`src/rtl/core/hrhp_pkg.sv`:
```
// Package: transaction types, character codes and match tables for the request head parser
`default_nettype none

package hrhp_pkg;

    // Input transaction: one request byte
    typedef struct packed {
        logic [7:0] in_byte;
        logic       new_request;
    } hrhp_in_t;

    // Output transaction: one verdict per byte
    typedef struct packed {
        logic [1:0] verdict;
        logic       host_valid;
        logic [7:0] host_byte;
    } hrhp_out_t;

    // Verdict codes
    localparam logic [1:0] VERDICT_INCOMPLETE = 2'd0;
    localparam logic [1:0] VERDICT_GET        = 2'd1;
    localparam logic [1:0] VERDICT_BAD        = 2'd2;
    localparam logic [1:0] VERDICT_OVERFLOW   = 2'd3;

    // Line substates, request line
    localparam logic [3:0] SUB_METHOD   = 4'd0;
    localparam logic [3:0] SUB_SKIP1    = 4'd1;
    localparam logic [3:0] SUB_URL      = 4'd2;
    localparam logic [3:0] SUB_SKIP2    = 4'd3;
    localparam logic [3:0] SUB_VERSION  = 4'd4;
    // Line substates, header lines
    localparam logic [3:0] SUB_START    = 4'd0;
    localparam logic [3:0] SUB_PREFIX   = 4'd5;
    localparam logic [3:0] SUB_HOSTSKIP = 4'd6;
    localparam logic [3:0] SUB_HOSTVAL  = 4'd7;
    localparam logic [3:0] SUB_OTHER    = 4'd8;

    // Phase codes
    localparam logic PHASE_REQUEST = 1'b0;
    localparam logic PHASE_HEADER  = 1'b1;

    // Characters
    localparam logic [7:0] CHAR_CR  = 8'h0D;
    localparam logic [7:0] CHAR_LF  = 8'h0A;
    localparam logic [7:0] CHAR_SP  = 8'h20;
    localparam logic [7:0] CHAR_TAB = 8'h09;
    localparam logic [7:0] CHAR_NUL = 8'h00;

    // Match lengths
    localparam logic [3:0] METHOD_LEN  = 4'd3;
    localparam logic [3:0] VERSION_LEN = 4'd8;
    localparam logic [3:0] HOST_LEN    = 4'd5;

    // Size limit after reset
    localparam logic [15:0] MAX_BYTES_RESET = 16'd4096;

    // Fold upper case letters to lower case
    function automatic logic [7:0] lower_of(input logic [7:0] c);
        if (c >= 8'h41 && c <= 8'h5A)
            return c + 8'd32;
        return c;
    endfunction

    function automatic logic is_blank(input logic [7:0] c);
        return (c == CHAR_SP) || (c == CHAR_TAB);
    endfunction

    // "get"
    function automatic logic [7:0] method_char(input logic [3:0] idx);
        case (idx)
            4'd0:    return 8'h67;
            4'd1:    return 8'h65;
            4'd2:    return 8'h74;
            default: return CHAR_NUL;
        endcase
    endfunction

    // "http/1.1"
    function automatic logic [7:0] version_char(input logic [3:0] idx);
        case (idx)
            4'd0:    return 8'h68;
            4'd1:    return 8'h74;
            4'd2:    return 8'h74;
            4'd3:    return 8'h70;
            4'd4:    return 8'h2F;
            4'd5:    return 8'h31;
            4'd6:    return 8'h2E;
            4'd7:    return 8'h31;
            default: return CHAR_NUL;
        endcase
    endfunction

    // "host:"
    function automatic logic [7:0] host_char(input logic [3:0] idx);
        case (idx)
            4'd0:    return 8'h68;
            4'd1:    return 8'h6F;
            4'd2:    return 8'h73;
            4'd3:    return 8'h74;
            4'd4:    return 8'h3A;
            default: return CHAR_NUL;
        endcase
    endfunction

endpackage

`default_nettype wire

```
`src/rtl/core/http_request_head_parser_unit.sv`:
```
// Top level: byte-serial HTTP/1.1 request head parser with one verdict per byte
//
//   channel | direction | payload    | handshake
//   --------+-----------+------------+------------------------------
//   req     | in        | hrhp_in_t  | req_valid / req_ready
//   rsp     | out       | hrhp_out_t | rsp_valid / rsp_ready
//   cfg     | in        | 16 bits    | cfg_we, no wait, no read-back
//
// One byte per clock sustained while rsp is drained; the verdict appears in the cycle after
// the byte is taken, from the output register. The parser state updates in the same cycle
// as the byte is taken. req_ready stays high while the output register is empty
// or being drained, so a stalled rsp side holds at most one result.
// rst_n clears the parser and sets the size limit to 4096.
`default_nettype none

module http_request_head_parser_unit
    import hrhp_pkg::*;
(
    input  wire logic      clk,
    input  wire logic      rst_n,
    input  wire logic      req_valid,
    output logic           req_ready,
    input  wire hrhp_in_t  req_data,
    output logic           rsp_valid,
    input  wire logic      rsp_ready,
    output hrhp_out_t      rsp_data,
    input  wire logic      cfg_we,
    input  wire logic [15:0] cfg_wdata
);

    // Parser state
    logic        phase_reg,   phase_next;
    logic [3:0]  sub_reg,     sub_next;
    logic [3:0]  mcnt_reg,    mcnt_next;
    logic        cr_reg,      cr_next;
    logic        fail_reg,    fail_next;
    logic        zero_reg,    zero_next;
    logic [15:0] count_reg,   count_next;
    logic [1:0]  final_reg,   final_next;
    logic [15:0] max_reg;

    // Output stage
    logic        rsp_valid_reg;
    hrhp_out_t   rsp_reg;
    logic        host_next;

    logic        take;
    logic [7:0]  c;
    logic [7:0]  lc;
    logic [3:0]  sub_base;
    logic [3:0]  mcnt_base;
    logic [3:0]  vidx;
    logic [3:0]  hidx;

    assign req_ready = !rsp_valid_reg || rsp_ready;
    assign take      = req_valid && req_ready;
    assign rsp_valid = rsp_valid_reg;
    assign rsp_data  = rsp_reg;

    // State as seen by this byte, after an optional clear
    assign sub_base  = req_data.new_request ? SUB_START : sub_reg;
    assign mcnt_base = req_data.new_request ? 4'd0 : mcnt_reg;

    assign c    = req_data.in_byte;
    assign lc   = lower_of(c);
    assign vidx = (sub_base == SUB_SKIP2) ? 4'd0 : mcnt_base;
    assign hidx = (sub_base == SUB_START) ? 4'd0 : mcnt_base;

    // Advance the parser by one byte
    always_comb
    begin
        phase_next = phase_reg;
        sub_next   = sub_reg;
        mcnt_next  = mcnt_reg;
        cr_next    = cr_reg;
        fail_next  = fail_reg;
        zero_next  = zero_reg;
        count_next = count_reg;
        final_next = final_reg;
        host_next  = 1'b0;

        if (req_data.new_request)
        begin
            phase_next = PHASE_REQUEST;
            sub_next   = SUB_START;
            mcnt_next  = 4'd0;
            cr_next    = 1'b0;
            fail_next  = 1'b0;
            zero_next  = 1'b0;
            count_next = 16'd0;
            final_next = VERDICT_INCOMPLETE;
        end

        if (final_next == VERDICT_INCOMPLETE)
        begin
            if (count_next >= max_reg)
            begin
                final_next = VERDICT_OVERFLOW;
            end
            else
            begin
                count_next = count_next + 16'd1;
                if (cr_next)
                begin
                    if (c != CHAR_LF)
                    begin
                        final_next = VERDICT_BAD;
                    end
                    else if (phase_next == PHASE_REQUEST)
                    begin
                        if (!fail_next && sub_next == SUB_VERSION
                            && mcnt_next == VERSION_LEN)
                        begin
                            sub_next   = SUB_START;
                            mcnt_next  = 4'd0;
                            cr_next    = 1'b0;
                            fail_next  = 1'b0;
                            zero_next  = 1'b0;
                            phase_next = PHASE_HEADER;
                        end
                        else
                        begin
                            final_next = VERDICT_BAD;
                        end
                    end
                    else if (sub_next == SUB_START)
                    begin
                        final_next = VERDICT_GET;
                    end
                    else
                    begin
                        sub_next  = SUB_START;
                        mcnt_next = 4'd0;
                        cr_next   = 1'b0;
                        fail_next = 1'b0;
                        zero_next = 1'b0;
                    end
                end
                else if (c == CHAR_CR)
                begin
                    cr_next = 1'b1;
                end
                else if (c == CHAR_LF)
                begin
                    final_next = VERDICT_BAD;
                end
                else if (zero_next)
                begin
                    // ignore content until the line ends
                end
                else if (c == CHAR_NUL)
                begin
                    zero_next = 1'b1;
                end
                else if (phase_next == PHASE_REQUEST)
                begin
                    // Request line: method, blanks, URL, blanks, version
                    case (sub_next)
                        SUB_METHOD:
                        begin
                            if (is_blank(c))
                            begin
                                if (mcnt_next != METHOD_LEN)
                                    fail_next = 1'b1;
                                sub_next = SUB_SKIP1;
                            end
                            else if (mcnt_next < METHOD_LEN && lc == method_char(mcnt_next))
                                mcnt_next = mcnt_next + 4'd1;
                            else
                                fail_next = 1'b1;
                        end
                        SUB_SKIP1:
                        begin
                            if (!is_blank(c))
                                sub_next = SUB_URL;
                        end
                        SUB_URL:
                        begin
                            if (is_blank(c))
                                sub_next = SUB_SKIP2;
                        end
                        default:
                        begin
                            if (!(sub_next == SUB_SKIP2 && is_blank(c)))
                            begin
                                sub_next  = (sub_next == SUB_SKIP2) ? SUB_VERSION : sub_next;
                                mcnt_next = vidx;
                                if (vidx < VERSION_LEN && lc == version_char(vidx))
                                    mcnt_next = vidx + 4'd1;
                                else
                                    fail_next = 1'b1;
                            end
                        end
                    endcase
                end
                else
                begin
                    // Header line: spot the Host prefix and flag its value
                    case (sub_next)
                        SUB_START, SUB_PREFIX:
                        begin
                            mcnt_next = hidx;
                            if (hidx < HOST_LEN && lc == host_char(hidx))
                            begin
                                mcnt_next = hidx + 4'd1;
                                sub_next  = (hidx + 4'd1 == HOST_LEN) ? SUB_HOSTSKIP
                                                                      : SUB_PREFIX;
                            end
                            else
                            begin
                                sub_next = SUB_OTHER;
                            end
                        end
                        SUB_HOSTSKIP:
                        begin
                            if (!is_blank(c))
                            begin
                                sub_next  = SUB_HOSTVAL;
                                host_next = 1'b1;
                            end
                        end
                        SUB_HOSTVAL:
                        begin
                            host_next = 1'b1;
                        end
                        default:
                        begin
                            host_next = 1'b0;
                        end
                    endcase
                end
            end
        end
    end

    // Hold the size limit
    always_ff @(posedge clk or negedge rst_n)
    begin
        if (!rst_n)
            max_reg <= MAX_BYTES_RESET;
        else if (cfg_we)
            max_reg <= cfg_wdata;
    end

    // Update parser state on each accepted transaction
    always_ff @(posedge clk or negedge rst_n)
    begin
        if (!rst_n)
        begin
            phase_reg <= PHASE_REQUEST;
            sub_reg   <= SUB_START;
            mcnt_reg  <= 4'd0;
            cr_reg    <= 1'b0;
            fail_reg  <= 1'b0;
            zero_reg  <= 1'b0;
            count_reg <= 16'd0;
            final_reg <= VERDICT_INCOMPLETE;
        end
        else if (take)
        begin
            phase_reg <= phase_next;
            sub_reg   <= sub_next;
            mcnt_reg  <= mcnt_next;
            cr_reg    <= cr_next;
            fail_reg  <= fail_next;
            zero_reg  <= zero_next;
            count_reg <= count_next;
            final_reg <= final_next;
        end
    end

    // Output valid: set on accept, drop when drained
    always_ff @(posedge clk or negedge rst_n)
    begin
        if (!rst_n)
            rsp_valid_reg <= 1'b0;
        else if (take)
            rsp_valid_reg <= 1'b1;
        else if (rsp_ready)
            rsp_valid_reg <= 1'b0;
    end

    // Output payload
    always_ff @(posedge clk)
    begin
        if (take)
        begin
            rsp_reg.verdict    <= final_next;
            rsp_reg.host_valid <= host_next;
            rsp_reg.host_byte  <= c;
        end
    end

endmodule

`default_nettype wire

```
`config.mk`:
```
export PLATFORM = sky130hd
export DESIGN_NAME = http_request_head_parser_unit
export DESIGN_NICKNAME = d
export VERILOG_FILES = /design/src/rtl/core/hrhp_pkg.sv /design/src/rtl/core/http_request_head_parser_unit.sv
export SDC_FILE = /design/constraint.sdc
export NUM_CORES = 1
export LEC_CHECK = 0
export BUFFER_PORTS_ARGS = -buffer_cell sky130_fd_sc_hd__clkbuf_2
export CAP_MARGIN = 15
export CORE_ASPECT_RATIO = 1.2
export CORE_MARGIN = 3
export CORE_UTILIZATION = 40
export DETAILED_ROUTE_END_ITERATION = 10
export GPL_TIMING_DRIVEN = 0
export RECOVER_POWER = 50
export SETUP_SLACK_MARGIN = 0.3
export SYNTH_ARGS = -nofsm -noshare
export SYNTH_HDL_FRONTEND = slang
export SYNTH_SLANG_ARGS = --single-unit
```
`constraint.sdc`:
```
create_clock -name clk -period 6.15 [get_ports clk]
set_input_delay 1.23 -clock clk [delete_from_list [all_inputs] [get_ports clk]]
set_output_delay 1.23 -clock clk [all_outputs]
set_load 0.01 [all_outputs]
```
==> results of run 1 <==
synth_stat cells (all sizes together), types with 3 or more instances:
cell type  instances
nand2             74
or3                9
xnor2              8
nand3             25
a221oi             3
inv               33
nand4             10
nor4bb             4
xor2              18
edfxtp            11
a211oi             5
a2111oi            4
o22ai              3
nor4               7
or4                3
nor2b             17
mux2i              3
or2                6
a21oi             24
o211ai             5
o21a               3
nor2              40
buf                9
a32o               3
and3               5
a31oi              9
dfrtp             46
a21o               9
o21ai             49
nand3b             3
nor3              10
nand2b             7
ha                30
clkbuf            18
per-layer routing:
metal	share of wire, %	vias up	global-route usage, %
met2	51	148	37.0
met4	3.6	0	9.50
li1	-	2108	-
met5	0	-	0
met1	40	2080	25.1
met3	5.0	29	3.53
final cells by class:
class	count	area [sq um]	share of cell area, %
Buffer	28	188	3.51
Clock buffer	11	233	4.35
Clock inverter	5	55.1	1.03
Inverter	33	124	2.31
Multi-Input combinational cell	435	2850	53.3
Sequential cell	58	1510	28.2
Tap cell	154	193	3.60
Timing Repair Buffer	43	201	3.76
cell families after synthesis:
kind of cell	Yosys count
AOI/OAI and AO/OA	141
xor gates and xnor gates	26
adders and majority gates	30
buffers and inverters	61
DFF	58
muxes	5
and+or+nand+nor	233
cells in the final DEF, fill, tap and decap left out, types with 6 or more instances in the layout:
master | netlist | routed
nand2_1 | 74 | 74
dfrtp_1 | 46 | 46
o21ai_0 | 45 | 45
nor2_1 | 37 | 37
clkbuf_2 | 1 | 33
inv_1 | 32 | 32
ha_1 | 30 | 30
clkbuf_1 | 13 | 26
nand3_1 | 24 | 24
a21oi_1 | 23 | 23
xor2_1 | 18 | 18
nor2b_1 | 17 | 17
edfxtp_1 | 11 | 11
nand4_1 | 10 | 10
nor3_1 | 9 | 9
a31oi_1 | 9 | 9
clkbuf_16 | 0 | 9
a21o_1 | 8 | 8
xnor2_1 | 8 | 8
nand2b_1 | 7 | 7
nor4_1 | 6 | 6
per-stage QoR:
stage	worst slack (ps)	power [mW]
3_5_place_dp	757	0.711
3_3_place_gp	784	0.705
4_1_cts	1050	1.21
6_report	1080	1.20
2_1_floorplan	1920	0.624
5_1_grt	776	1.26
power by group through the flow:
stage | Sequential (mW) | Clock, mW | Combinational, mW
6_report | 0.454 | 0.494 | 0.250
5_1_grt | 0.458 | 0.522 | 0.281
4_1_cts | 0.454 | 0.501 | 0.253
3_5_place_dp | 0.460 | 0 | 0.251
3_3_place_gp | 0.460 | 0 | 0.245
2_1_floorplan | 0.455 | 0 | 0.169
critical path, stage by stage:
cell and delay (ps):
clkbuf_2 200, clkbuf_8 220, inv_1 190, clkbuf_1 460, nand2_1 200, ha_1 310, nand2b_1 140, a211oi_1 230
o21ai_1 120, a2111oi_2 420, o21ai_1 240, nor4b_2 560, and3_1 240, buf_2 180, nand4_1 140, xor2_1 180
final timing paths:
| kind | end | slack [ps] | cells past startpoint |
|---|---|---|---|
| max reg2reg | mcnt_reg[0]$_DFFE_PN0P_ | 2070 | 16 |
| max | count_reg[14]$_DFFE_PN0P_ | 1080 | 16 |
| max in group asynchronous | count_reg[12]$_DFFE_PN0P_ | 3010 | 2 |
| min in group asynchronous | count_reg[5]$_DFFE_PN0P_ | 1130 | 1 |
| min | max_reg[12]$_DFFE_PN1P_ | 530 | 2 |
| min reg2reg | max_reg[12]$_DFFE_PN1P_ | 530 | 2 |
==> flow_metrics.py, run 1 <==
metrics = {
    "synth": {
        "synth_area_leaders": "dfrtp_1, ha_1, edfxtp_1, nand2_1, o21ai_0",
        "synth_top_family_by_area": "simple AND/OR/NAND/NOR gates",
        "ys.flop_type": "dfrtp_1",
        "synth_area_sq_um": 4670,
        "muxShareOfSynthArea_pct": 1.21,
        "ys_seq_elements": 58,
        "syn_nets": 614,
        "async_reset_ff_share_pct": 81.0,
        "synth-edff-count": 11,
        "synth_compound_area_share_pct": 20.3,
        "synth.distinct_cells": 85,
        "postSynthCellCount": 554,
        "synth_seq_area_share_pct": 32.3,
        "synthAdderAreaFrac_pct": 8.04,
        "yosysTopAreaCell": "dfrtp_1",
        "ys_warn_count": 0,
        "synth_top_area_share_pct": 24.7,
        "syn-mean-instance-area_sq_um": 8.43,
        "synth_simple_gate_area_share_pct": 26.7,
        "yosys.area_share.xor_xnor_pct": 4.88,
    },
    "setup_path": {
        "regToRegStartpoint": "sub_reg[1]$_DFFE_PN0P_",
        "cp_data_arrival_time_ps": 5270,
        "critical_path.endpoint_type": "flip-flop",
        "criticalPathCategory": "input pin to flip-flop",
        "path_max_fanout": 10,
        "cp_data_required_time_ps": 6360,
        "cp-start-kind": "input pin",
        "critPathLaunch": "req_data[0]",
    },
    "pwr": {
        "p_leak_nw": 2.34,
        "clkPwrFrac_pct": 41.2,
        "seqPwrFrac_pct": 37.9,
        "p_per_area_nw_per_um2": 224,
        "vdd_ir_drop_max_mv": 0.129,
        "swShare_pct": 30.6,
        "combPwrFrac_pct": 20.9,
        "intPower_mw": 0.831,
        "power_switching_mw": 0.367,
    },
    "clock_network": {
        "cts_inserted_buffers": 9,
        "cts_setup_buffers": 0,
        "root_buffer": "clkbuf_16",
        "clkSinkCount": 58,
        "clk_pin_slew_ps": 50,
        "insertion_delay_ps": 330,
        "ctsHtreeMaxLevel": 3,
        "ctsResizeCount": 0,
        "holdBufCountCts": 0,
        "tritoncts": "yes",
        "cts.path.max_buffers": 2,
    },
    "floorplan": {
        "start_util_pct": 41.7,
        "io-pin-count": 43,
        "die-area_sq_um": 13000,
        "num_rows": 42,
        "die_h_microns": 124,
        "coreArea_sq_um": 11200,
        "die_w_microns": 105,
    },
    "worst_hold_path": {
        "hold_path_class": "flip-flop to flip-flop",
        "worstHoldStart": "max_reg[12]$_DFFE_PN1P_",
    },
    "routing": {
        "drt_iter0_drc": 272,
        "routed_via_density": 5.69,
        "detail-route-antenna-nets": 0,
        "vias": 4365,
        "drc_errors": 0,
        "routedWlPerCell_microns": 17.7,
        "firstDrtPassIters": 5,
        "totalWireLength_mm": 13.6,
    },
    "timing": {
        "worst_pin_slew_ps": 1550,
        "slew_headroom_pct": -3.08,
        "hold_ws_ps": 526,
        "fmax_mhz": 197,
        "setup_viol": 0,
        "finalHoldViolations": 0,
        "fin_skew_ps": 10.4,
        "finalMaxSlewViolations": 28,
        "min_period_ps": 5070,
        "timing.final.crit_share_pct": 82.4,
        "rsz0062_at_grt": "false",
        "setup_tns_ps": 0,
    },
    "place": {
        "post_dp_cell_area_sq_um": 5090,
        "dp.cells": 751,
        "portBuffers": 42,
        "hpwl_mm": 10.5,
        "place_congestion": 0.896,
    },
    "finish": {
        "syn2layout_area_growth_pct": 14.6,
        "design_area_sq_um": 5350,
        "layout-drive-gt1-share_pct": 14.2,
        "post-route-util_pct": 47.8,
        "antenna_cells": 0,
        "final_cells": 767,
        "finalNetCount": 668,
        "fill_cells": 1114,
    },
    "outcome": {
        "outcome": "finished with violations",
        "violations": "max-capacitance violations, max-slew violations",
    },
    "run": {
        "cap_violations": 1,
    },
    "grt": {
        "antenna_found_initial": 0,
        "grt_max_degree": 28,
        "grt_pass1_vias": 4261,
        "grt_overflow": 0,
        "grtUsageTotal_pct": 21.1,
        "grt_pass1_wl_mm": 22.1,
    },
}
No activity file was read; power rests on OpenSTA's default activity.
==> inputs of run 2 (changes only) <==
--- a/config.mk
+++ b/config.mk
@@ -5,6 +5,7 @@
 export SDC_FILE = /design/constraint.sdc
 export NUM_CORES = 1
 export LEC_CHECK = 0
+export ABC_AREA = 1
 export BUFFER_PORTS_ARGS = -buffer_cell sky130_fd_sc_hd__clkbuf_2
 export CAP_MARGIN = 15
 export CORE_ASPECT_RATIO = 1.2
==> constraint.sdc (replaced) <==
create_clock -name clk -period 4.9 [get_ports clk]
set_input_delay 0.98 -clock clk [delete_from_list [all_inputs] [get_ports clk]]
set_output_delay 0.98 -clock clk [all_outputs]
set_load 0.01 [all_outputs]
==> flow_metrics.py, run 2 <==
metrics = {
    "timing": {
        "fin_skew_ps": 11.5,
        "finalMaxSlewViolations": 0,
        "finalHoldViolations": 0,
        "setup_tns_ps": 0,
        "slew_headroom_pct": 6.07,
        "worst_pin_slew_ps": 1410,
        "fmax_mhz": 248,
        "setup_viol": 0,
        "min_period_ps": 4030,
        "timing.final.crit_share_pct": 82.3,
        "rsz0062_at_grt": "false",
    },
    "place": {
        "portBuffers": 41,
        "hpwl_mm": 11.2,
        "place_congestion": 0.932,
    },
    "clock_network": {
        "cts.path.max_buffers": 2,
        "cts_inserted_buffers": 9,
        "root_buffer": "clkbuf_16",
        "ctsResizeCount": 0,
        "ctsHtreeMaxLevel": 3,
        "clk_pin_slew_ps": 50,
        "holdBufCountCts": 0,
        "tritoncts": "yes",
        "clkSinkCount": 58,
        "cts_setup_buffers": 0,
        "insertion_delay_ps": 330,
    },
    "routing": {
        "drc_errors": 0,
        "routedWlPerCell_microns": 15.0,
        "detail-route-antenna-nets": 0,
        "totalWireLength_mm": 14.1,
        "vias": 4897,
        "drt_iter0_drc": 268,
        "firstDrtPassIters": 6,
        "routed_via_density": 5.19,
    },
    "synth": {
        "synth-edff-count": 11,
        "synth.distinct_cells": 49,
        "synth_area_leaders": "dfrtp_1, nand2_1, ha_1, inv_1, edfxtp_1",
        "ys_warn_count": 0,
        "synth_area_sq_um": 4980,
        "netlist_top_cells_count": "nand2_1, inv_1, nor2_1",
        "synth_top_area_share_pct": 23.1,
        "syn_nets": 783,
        "ys_seq_elements": 58,
        "synth_seq_area_share_pct": 30.2,
        "yosysTopAreaCell": "dfrtp_1",
        "syn-mean-instance-area_sq_um": 6.89,
        "synth_most_common_cell": "nand2_1",
        "async_reset_ff_share_pct": 81.0,
        "postSynthCellCount": 723,
        "ys.flop_type": "dfrtp_1",
    },
    "finish": {
        "finalNetCount": 837,
        "antenna_cells": 0,
        "syn2layout_area_growth_pct": 14.2,
        "mostFrequentLayoutCells": "nand2_1, inv_1, nor2_1",
        "layout_commonest_cell": "nand2_1",
        "fill_cells": 1258,
        "post-route-util_pct": 46.8,
        "layout-drive-gt1-share_pct": 13.4,
    },
    "grt": {
        "grt_overflow": 0,
        "grt_pass1_wl_mm": 23.1,
        "grtUsageTotal_pct": 21.1,
        "antenna_found_initial": 0,
        "grt_pass1_vias": 4826,
        "grt_max_degree": 26,
    },
    "outcome": {
        "outcome": "finished, final reports clean",
    },
    "pwr": {
        "vdd_ir_drop_max_mv": 0.157,
        "p_per_area_nw_per_um2": 357,
        "swShare_pct": 40.5,
        "clkPwrFrac_pct": 30.9,
        "power_switching_mw": 0.824,
        "combPwrFrac_pct": 39.6,
        "p_leak_nw": 2.70,
        "intPower_mw": 1.21,
        "seqPwrFrac_pct": 29.5,
    },
    "run": {
        "cap_violations": 0,
    },
    "floorplan": {
        "num_rows": 44,
        "die-area_sq_um": 13800,
        "die_h_microns": 128,
        "io-pin-count": 43,
        "coreArea_sq_um": 12200,
        "die_w_microns": 108,
        "start_util_pct": 41.0,
    },
    "setup_path": {
        "path_max_fanout": 10,
        "critical_path.endpoint_type": "flip-flop",
        "cp-start-kind": "input pin",
        "criticalPathCategory": "input pin to flip-flop",
        "r2r_setup_slack_ps": 1590,
        "cp_data_arrival_time_ps": 4250,
        "cp_data_required_time_ps": 5110,
    },
    "worst_hold_path": {
        "hold_path_class": "flip-flop to flip-flop",
    },
}
-- run 2: changes by cell type after synthesis, moves of 8 or more --
cell / delta
nand4_1: +16
inv_1: +63
nor2b_1: -17
a21oi_1: +9
nand3_1: +23
inv_2: +10
nand2_1: +96
nor2_1: +45
nand2_4: +8
a21o_1: -8
-- run 2: cell families (layout without fill, tap and decap cells) --
kind of cell | after synthesis | in the layout | share of synthesized area [%]
flops | 58 | 58 | 30.2
buf+inv | 124 | 183 | 10.1
xor+xnor | 21 | 21 | 3.84
mux | 1 | 1 | 0.226
fa+ha+maj | 30 | 30 | 7.53
compound gates | 114 | 114 | 13.3
simple gates | 375 | 375 | 34.8
-- run 2: area by class of cell --
| cell class | instances | area (sq um) | area share (%) |
|---|---|---|---|
| repair buffers | 43 | 211 | 3.71 |
| inverters | 107 | 404 | 7.10 |
| plain buffers | 17 | 98.8 | 1.74 |
| flip-flops and latches | 58 | 1510 | 26.5 |
| clock buffers | 10 | 229 | 4.02 |
| clock inverters | 6 | 67.6 | 1.19 |
| multi-input cells | 541 | 2970 | 52.2 |
| well taps | 161 | 201 | 3.54 |
-- run 2: path summary, 6_finish.rpt --
check | from | cells after the start | endpoint
max in group asynchronous | rst_n | 2 | count_reg[15]$_DFFE_PN0P_
min in group asynchronous | rst_n | 1 | sub_reg[0]$_DFFE_PN0P_
worst min register to register | phase_reg$_DFFE_PN0P_ | 1 | phase_reg$_DFFE_PN0P_
worst max-delay path | req_data[0] | 16 | count_reg[7]$_DFFE_PN0P_
worst max register to register | mcnt_reg[0]$_DFFE_PN0P_ | 17 | sub_reg[1]$_DFFE_PN0P_
worst min-delay path | phase_reg$_DFFE_PN0P_ | 1 | phase_reg$_DFFE_PN0P_
-- run 2: metal layers --
metal	vias to the layer above	routed length (microns)	global-route usage, %
li1	2482	-	-
met1	2285	5980	25.0
met2	103	7290	38.1
met3	27	463	3.48
met4	0	378	7.95
met5	-	0	0
-- run 2: stage by stage --
stage | hold WS, ps | area (sq um) | worst slack [ps] | power [mW] | cells
floorplan | 463 | 4980 | 1310 | 1.19 | 723
global placement | 472 | 5390 | 558 | 1.39 | 925
detailed placement | 481 | 5410 | 529 | 1.41 | 926
CTS | 496 | 5710 | 869 | 2.04 | 942
global route | 517 | 5690 | 490 | 2.17 | 943
finish | 500 | 5690 | 868 | 2.03 | 943
-- run 2: worst max-delay path, stage by stage --
cell      delay [ps]
buf_6            140
buf_2            250
buf_1            360
nor2_1           190
ha_1             340
a21oi_1          140
o21ai_0          100
a211oi_1         220
nand2_1          240
nor2_4           330
inv_2            160
nor2_2           240
nand2_1          140
nor2_1           170
nand2_1           80
xor2_1           140
-- run 2: power groups by stage --
stage	Combinational [mW]	Sequential, mW	Clock (mW)
floorplan	0.588	0.606	0
global placement	0.784	0.607	0
detailed placement	0.800	0.609	0
CTS	0.805	0.600	0.639
global route	0.908	0.607	0.659
finish	0.806	0.600	0.628
==> inputs of run 3 (changes only) <==
==> constraint.sdc (replaced) <==
create_clock -name clk -period 3.9 [get_ports clk]
set_input_delay 0.78 -clock clk [delete_from_list [all_inputs] [get_ports clk]]
set_output_delay 0.78 -clock clk [all_outputs]
set_load 0.01 [all_outputs]
==> flow_metrics.py, run 3 (same netlist as run 2, synthesis figures left out) <==
metrics = {
    "timing": {
        "fin_skew_ps": 10.9,
        "finalHoldViolations": 0,
        "worst_pin_slew_ps": 1400,
        "rsz0062_at_grt": "false",
        "min_period_ps": 3340,
        "finalMaxSlewViolations": 0,
        "fmax_mhz": 300,
        "timing.final.crit_share_pct": 85.5,
        "slew_headroom_pct": 6.59,
        "setup_viol": 0,
    },
    "setup_path": {
        "critical-path-top-delay-family": "simple AND/OR/NAND/NOR gates",
        "cp-start-kind": "input pin",
        "crit_buf_inv": 4,
        "cp_data_required_time_ps": 4170,
        "cp_data_arrival_time_ps": 3610,
        "crit_chain": "buf_6 > inv_4 > buf_12 > nand2_1 > nor2_1 > inv_1 > ha_1 > o21ai_2 > nor2_1 > o21ai_0 > nand3_1 > nor2_4 > nand3_2 > o21ai_1 > a21oi_1 > o21ai_1 > nand2_1 > nand2_1",
        "slowest_stage": "nor2_1",
        "critical_path.endpoint_type": "flip-flop",
        "crit_top_cell": "nand2_1",
        "criticalPathCategory": "input pin to flip-flop",
        "path_max_fanout": 10,
        "critPathMaxStageDelay_ps": 340,
    },
    "run": {
        "cap_violations": 0,
    },
    "routing": {
        "drc_errors": 0,
        "totalWireLength_mm": 14.2,
        "routed_via_density": 5.23,
        "drt_iter0_drc": 302,
        "detail-route-antenna-nets": 0,
        "routedWlPerCell_microns": 15.0,
        "vias": 4943,
        "firstDrtPassIters": 5,
    },
    "floorplan": {
        "num_rows": 44,
        "coreArea_sq_um": 12200,
        "die_h_microns": 128,
        "start_util_pct": 41.0,
        "io-pin-count": 43,
        "die_w_microns": 108,
        "die-area_sq_um": 13800,
    },
    "clock_network": {
        "ctsHtreeMaxLevel": 3,
        "cts.path.max_buffers": 2,
        "cts_inserted_buffers": 9,
        "holdBufCountCts": 0,
        "clk_pin_slew_ps": 50,
        "insertion_delay_ps": 340,
        "root_buffer": "clkbuf_16",
        "tritoncts": "yes",
        "clkSinkCount": 58,
    },
    "pwr": {
        "p_leak_nw": 2.72,
        "p_per_area_nw_per_um2": 449,
        "vdd_ir_drop_max_mv": 0.200,
    },
    "place": {
        "portBuffers": 41,
        "hpwl_mm": 11.2,
        "dp.cells": 926,
        "place_congestion": 0.932,
    },
    "grt": {
        "grt_overflow": 0,
        "grt_pass1_wl_mm": 23.1,
        "antenna_found_initial": 0,
        "grt_pass1_vias": 4834,
        "grt_max_degree": 26,
        "grtUsageTotal_pct": 21.2,
    },
    "finish": {
        "final_cells": 946,
        "antenna_cells": 0,
        "post-route-util_pct": 47.3,
        "finalNetCount": 840,
        "layout_commonest_cell": "nand2_1",
        "syn2layout_area_growth_pct": 15.5,
        "layout-drive-gt1-share_pct": 14.6,
        "mostFrequentLayoutCells": "nand2_1, inv_1, nor2_1",
    },
    "worst_hold_path": {
        "hold_path_class": "flip-flop to flip-flop",
    },
    "outcome": {
        "outcome": "finished, final reports clean",
    },
}
[run 3: cell count changes in the layout (fill, tap and decap cells not counted)]
cell / previous run / this run
nor3_1: 16 / 14
nor2_1: 82 / 79
nand2_1: 170 / 169
nor3_2: 1 / 3
clkbuf_4: 0 / 2
nor2_4: 6 / 9
buf_1: 1 / 0
nand2_2: 5 / 6
buf_2: 3 / 2
buf_4: 0 / 3
[run 3: path summary, 6_finish.rpt]
check | from | to | slack, ps | depth (start not counted)
max in group asynchronous | rst_n | max_reg[6]$_DFFE_PN0P_ | 1320 | 2
worst min register to register | phase_reg$_DFFE_PN0P_ | phase_reg$_DFFE_PN0P_ | 490 | 1
worst max register to register | sub_reg[1]$_DFFE_PN0P_ | sub_reg[1]$_DFFE_PN0P_ | 700 | 19
worst min-delay path | phase_reg$_DFFE_PN0P_ | phase_reg$_DFFE_PN0P_ | 490 | 1
min in group asynchronous | rst_n | sub_reg[0]$_DFFE_PN0P_ | 690 | 1
worst max-delay path | req_data[0] | sub_reg[1]$_DFFE_PN0P_ | 560 | 18
[run 3: cell type report]
class | count | area, sq um
inverter | 107 | 404
timing repair buffer | 46 | 234
buffer | 17 | 105
clock buffer | 10 | 229
sequential | 58 | 1510
fill | 1253 | 6410
tap | 161 | 201
multi-input combinational | 541 | 3010
clock inverter | 6 | 67.6
[run 3: power by group]
group	switching [mW]	internal [mW]
registers	0.0470	0.707
logic	0.705	0.336
clock network	0.297	0.495
total	1.05	1.54
[run 3: worst reg2reg max path, delay by kind of cell, from the launching register on]
family	cells	cell delay, ps
adders and majority gates	1	260
DFF	1	420
and+or+nand+nor	10	1270
AOI/OAI and AO/OA	5	870
buffers and inverters	3	310
[run 3: routing by layer]
metal	GRT usage (%)	wire length (microns)
met5	0	0
met4	7.95	444
met3	3.48	544
met2	38.3	7260
met1	24.9	5930
[run 3: per-stage QoR]
stage | hold WS, ps | worst slack, ps | power, mW | cell area, sq um | TNS, ps
after floorplan | 463 | 513 | 1.50 | 4980 | 0
after global placement | 472 | -242 | 1.75 | 5390 | -1350
after detailed placement | 481 | -271 | 1.77 | 5410 | -1950
after CTS | 474 | 373 | 2.59 | 5730 | 0
after global routing | 517 | 314 | 2.76 | 5760 | 0
final | 490 | 564 | 2.59 | 5760 | 0
[run 3: timing repair]
item                       4_1_cts  5_1_grt
setup endpoints to repair       15       19
resized for setup                2       10
pin swaps                        1        2
buffers inserted                 3        0
hold endpoints to repair         0        0
